File: src/ftc_valid_mem.sv
// ----------------------------------------------------------------------------
// ftc_valid_mem
// per-bucket valid bits, cleared by a sweep after reset
// ----------------------------------------------------------------------------
module ftc_valid_mem #(
    parameter int BUCKETS = 1024,
    parameter int WAYS = 4,
    localparam int AW = $clog2(BUCKETS)
) (
    input  logic             clk,
    input  logic             rst_n,
    output logic             clr_done,
    input  logic [AW-1:0]    rd_addr,
    output logic [WAYS-1:0]  rd_data,
    input  logic             wr_en,
    input  logic [AW-1:0]    wr_addr,
    input  logic [WAYS-1:0]  wr_data
);

    logic [WAYS-1:0] mem [BUCKETS];
    logic [AW-1:0]   clr_addr_reg;
    logic            clr_done_reg;

    always_ff @(posedge clk or negedge rst_n)
    begin
        if (!rst_n)
        begin
            clr_addr_reg <= '0;
            clr_done_reg <= 1'b0;
        end
        else if (!clr_done_reg)
        begin
            clr_addr_reg <= clr_addr_reg + AW'(1);
            if (clr_addr_reg == AW'(BUCKETS - 1))
            begin
                clr_done_reg <= 1'b1;
            end
        end
    end

    always_ff @(posedge clk)
    begin
        if (!clr_done_reg)
        begin
            mem[clr_addr_reg] <= '0;
        end
        else if (wr_en)
        begin
            mem[wr_addr] <= wr_data;
        end
        rd_data <= mem[rd_addr];
    end

    assign clr_done = clr_done_reg;

endmodule
File: config.mk
export PLATFORM = sky130hd
export DESIGN_NAME = ftc_valid_mem
export DESIGN_NICKNAME = d
export VERILOG_FILES = /design/src/ftc_valid_mem.sv
export SDC_FILE = /design/constraint.sdc
export NUM_CORES = 2
export LEC_CHECK = 0
export BUFFER_PORTS_ARGS = -buffer_cell sky130_fd_sc_hd__clkbuf_2
export CORE_MARGIN = 2
export CORE_UTILIZATION = 46
export CTS_CLUSTER_DIAMETER = 120
export DETAILED_ROUTE_END_ITERATION = 12
export REMOVE_ABC_BUFFERS = 1
export SETUP_SLACK_MARGIN = 0.3
export SLEW_MARGIN = 20
export SYNTH_ARGS = -nofsm -noshare
export SYNTH_HDL_FRONTEND = slang
export SYNTH_SLANG_ARGS = --single-unit
export TNS_END_PERCENT = 50
File: constraint.sdc
create_clock -name clk -period 19.3 [get_ports clk]
set_clock_uncertainty 0.1 [all_clocks]
set_input_delay 3.86 -clock clk [delete_from_list [all_inputs] [get_ports clk]]
set_output_delay 3.86 -clock clk [all_outputs]
set_load 0.02 [all_outputs]
==> results.yml <==
run:
  max_cap_violations: 0
synthesis:
  synth_xor_area_share_pct: 0.0484
  syn_area_per_cell_um2: 19.3
  ys.flop_type: "edfxtp_1"
  ys_async_sr_fraction_pct: 0.268
  synth_seq_cells: 4111
  ys_seq_area_share_pct: 75.8
  ys_types: 79
  synthMuxAreaShare_pct: 14.6
  synth-edff-count: 4096
  synth_warnings: 0
  synth_top_family_by_area: "multiplexers"
  synth.cell_area_um2: 163000
  synthSimpleGateAreaFrac_pct: 4.11
  synth_compound_gate_area_share_pct: 3.42
  syn_inst: 8436
  synth_adder_area_share_pct: 0.00769
power_and_ir_drop:
  internal_power_mw: 14.3
  power.share.clock_pct: 43.8
  p_seq_share_pct: 53.4
  p_leak_nw: 46.0
  p_sw_mw: 3.76
  p_sw_share_pct: 20.8
  power_density_nw_per_um2: 99.8
  ir_drop_uv: 78.8
  combinationalPowerShare_pct: 2.8
outcome:
  status: "finished clean"
grt:
  grt_max_degree: 206
  grtUsageMet3_pct: 5.60
  grtUsageTotal_pct: 26.1
  grt_pass1_vias: 85100
  grt.busiest_layer: "met2"
  use_met1_pct: 36.8
  grt_pass1_wl_um: 659000
  antenna_found_initial: 37
  grt_overflow: 0
  met2_usage_pct: 40.8
layout:
  seq_area_um2: 123000
  final_common_cell: "edfxtp_1"
  nFillCells: 27800
  layout.nets: 8527
  mostFrequentLayoutCells: "edfxtp_1, nor2_1, mux4_2"
  multi_input_area_um2: 36700
  largest_register_ffs: 4096
  layout-drive-gt1-share_pct: 20.5
  areaGrowthSynthToFinish_pct: 11.4
clocking:
  clock_latency_ns: 0.97
  cts_inserted_buffers: 406
  cts.sinks: 4111
  clk_pin_slew_ns: 0.07
  cts_tree: "built"
  cts_hold_buf: 0
  postCtsResizedCells: 0
  cts_setup_buffers: 0
  clock-root-buffer: "clkbuf_16"
  cts_buffer_depth: 4
  cts_htree_levels: 5
worst_setup_path:
  critPathRequiredTime_ns: 20.06
  critPathMostFrequentCell: "buf_4"
  cp_slowest_stage_delay_ns: 0.80
  path_buf_inv: 6
  cp.arrival_ns: 10.57
  rrSetupSlack_ns: 14.32
  crit_family: "buffers and inverters"
  crit_slowest_cell: "buf_4"
  path_class: "input port to flip-flop"
  cp_max_fo: 51
  startpoint_type: "input port"
  endpoint_kind: "flip-flop"
  crit_path_cell_trace: "buf_8, buf_4, buf_4, buf_4, buf_4, buf_4, mux4_2, mux4_2, o22ai_1, nor3_1, nand3_1, o22ai_1, or4_1"
routing:
  drt_iter0_drc: 12300
  drc: 0
  drt-total-wl_um: 469000
  drt_first_pass_iters: 6
  antenna_left: 0
  detail_route.wl_per_cell_um: 34.5
  via_count: 85600
  viasPerCell: 6.30
hold_path:
  hp-class: "flip-flop to flip-flop"
timing:
  fin_tns_setup_ns: 0
  finalMaxSlewViolations: 0
  worstMarginPinSlew_ns: 1.18
  rsz0062_at_grt: "no"
  finalCritPeriodShare_pct: 50.8
  finalHoldViolCount: 0
  fmaxAchievable_mhz: 102
  maxSlewHeadroom_pct: 20.6
  setup_viol_count_final: 0
  period_minus_slack_ns: 9.80
  fin_ws_ns: 9.50
die:
  rows: 218
  die_y_um: 599
  core-area_um2: 352000
  die_x_um: 599
  start_util_pct: 46.2
  pin_count: 32
  die-area_um2: 359000
placement:
  dp_slack_ns: 8.58
  io_buffers: 31
  gp_congestion: 0.837
  hpwl_um: 276000
area by class of cell:
type / instances / area share [%]
Multi-Input combinational cell: 3713 / 20.2
Inverter: 9 / 0.0269
Antenna cell: 18 / 0.0248
Sequential cell: 4111 / 68.0
Clock buffer: 490 / 5.89
Clock inverter: 247 / 1.40
Tap cell: 4730 / 3.26
Timing Repair Buffer: 258 / 1.15
worst reg2reg max path, delay by kind of cell, from the launching register on:
family | cells | cell delay [ns]
buffers and inverters | 1 | 0.46
muxes | 1 | 0.72
DFF | 1 | 0.60
and+or+nand+nor | 4 | 2.76
final timing paths:
path,startpoint,cells past startpoint,endpoint
setup / recovery,rd_addr[1],13,rd_data[0]$_DFF_P_
max in group asynchronous,rst_n,1,clr_addr_reg[7]$_DFFE_PN0N_
hold reg to reg,clr_addr_reg[3]$_DFFE_PN0N_,1,clr_addr_reg[3]$_DFFE_PN0N_
min in group asynchronous,rst_n,1,clr_addr_reg[3]$_DFFE_PN0N_
setup reg to reg,clr_done$_DFF_PN0_,6,mem[194][3]$_DFFE_PP_
hold / removal,clr_addr_reg[3]$_DFFE_PN0N_,1,clr_addr_reg[3]$_DFFE_PN0N_
cells by family (layout without fill, tap and decap cells):
kind of cell             after synthesis  after routing
multiplexers                        1333           1333
adder cells (fa/ha/maj)                1              1
AO/OA/AOI/OAI                        785            785
AND/OR/NAND/NOR                     1585           1585
XOR/XNOR                               9              9
buffers and inverters                612           1004
other                                  0             18
flip-flops                          4111           4111
cell usage after synthesis, types with 61 or more instances:
cell type / n / area, um2
buf_6: 72 / 811
a21oi_1: 143 / 716
o221ai_1: 146 / 1280
buf_4: 61 / 458
clkbuf_1: 274 / 1030
a22oi_1: 108 / 811
buf_2: 101 / 505
nor3_1: 84 / 420
nor2_1: 1099 / 4130
buf_1: 87 / 327
o21ai_0: 63 / 315
mux2i_1: 471 / 4710
o22ai_1: 133 / 832
mux4_2: 833 / 18800
edfxtp_1: 4096 / 123000
nand2_1: 163 / 612
stage by stage:
stage	utilization (%)	std cells	hold slack [ns]	power, mW	instance area, um2
6_report	51.5	13600	0.418	18.1	181000
5_1_grt	51.5	13600	0.448	18.5	181000
4_1_cts	51.4	13600	0.399	18.2	181000
3_5_place_dp	47.7	12800	0.386	10.4	168000
3_3_place_gp	47.7	12800	0.382	10.4	168000
2_1_floorplan	-	7833	0.358	10.1	160000
routing by layer:
layer,wire [um],vias up
li1,-,34600
met1,184000,45500
met2,221000,4757
met3,48000,667
met4,15400,2
met5,13,-
power groups by stage:
stage	Clock [mW]	Combinational [mW]	Sequential (mW)
6_report	7.93	0.509	9.67
5_1_grt	8.35	0.525	9.66
4_1_cts	8.01	0.508	9.67
3_5_place_dp	0	0.507	9.86
3_3_place_gp	0	0.506	9.86
2_1_floorplan	0	0.196	9.86
(Power assumes the default switching activity.)
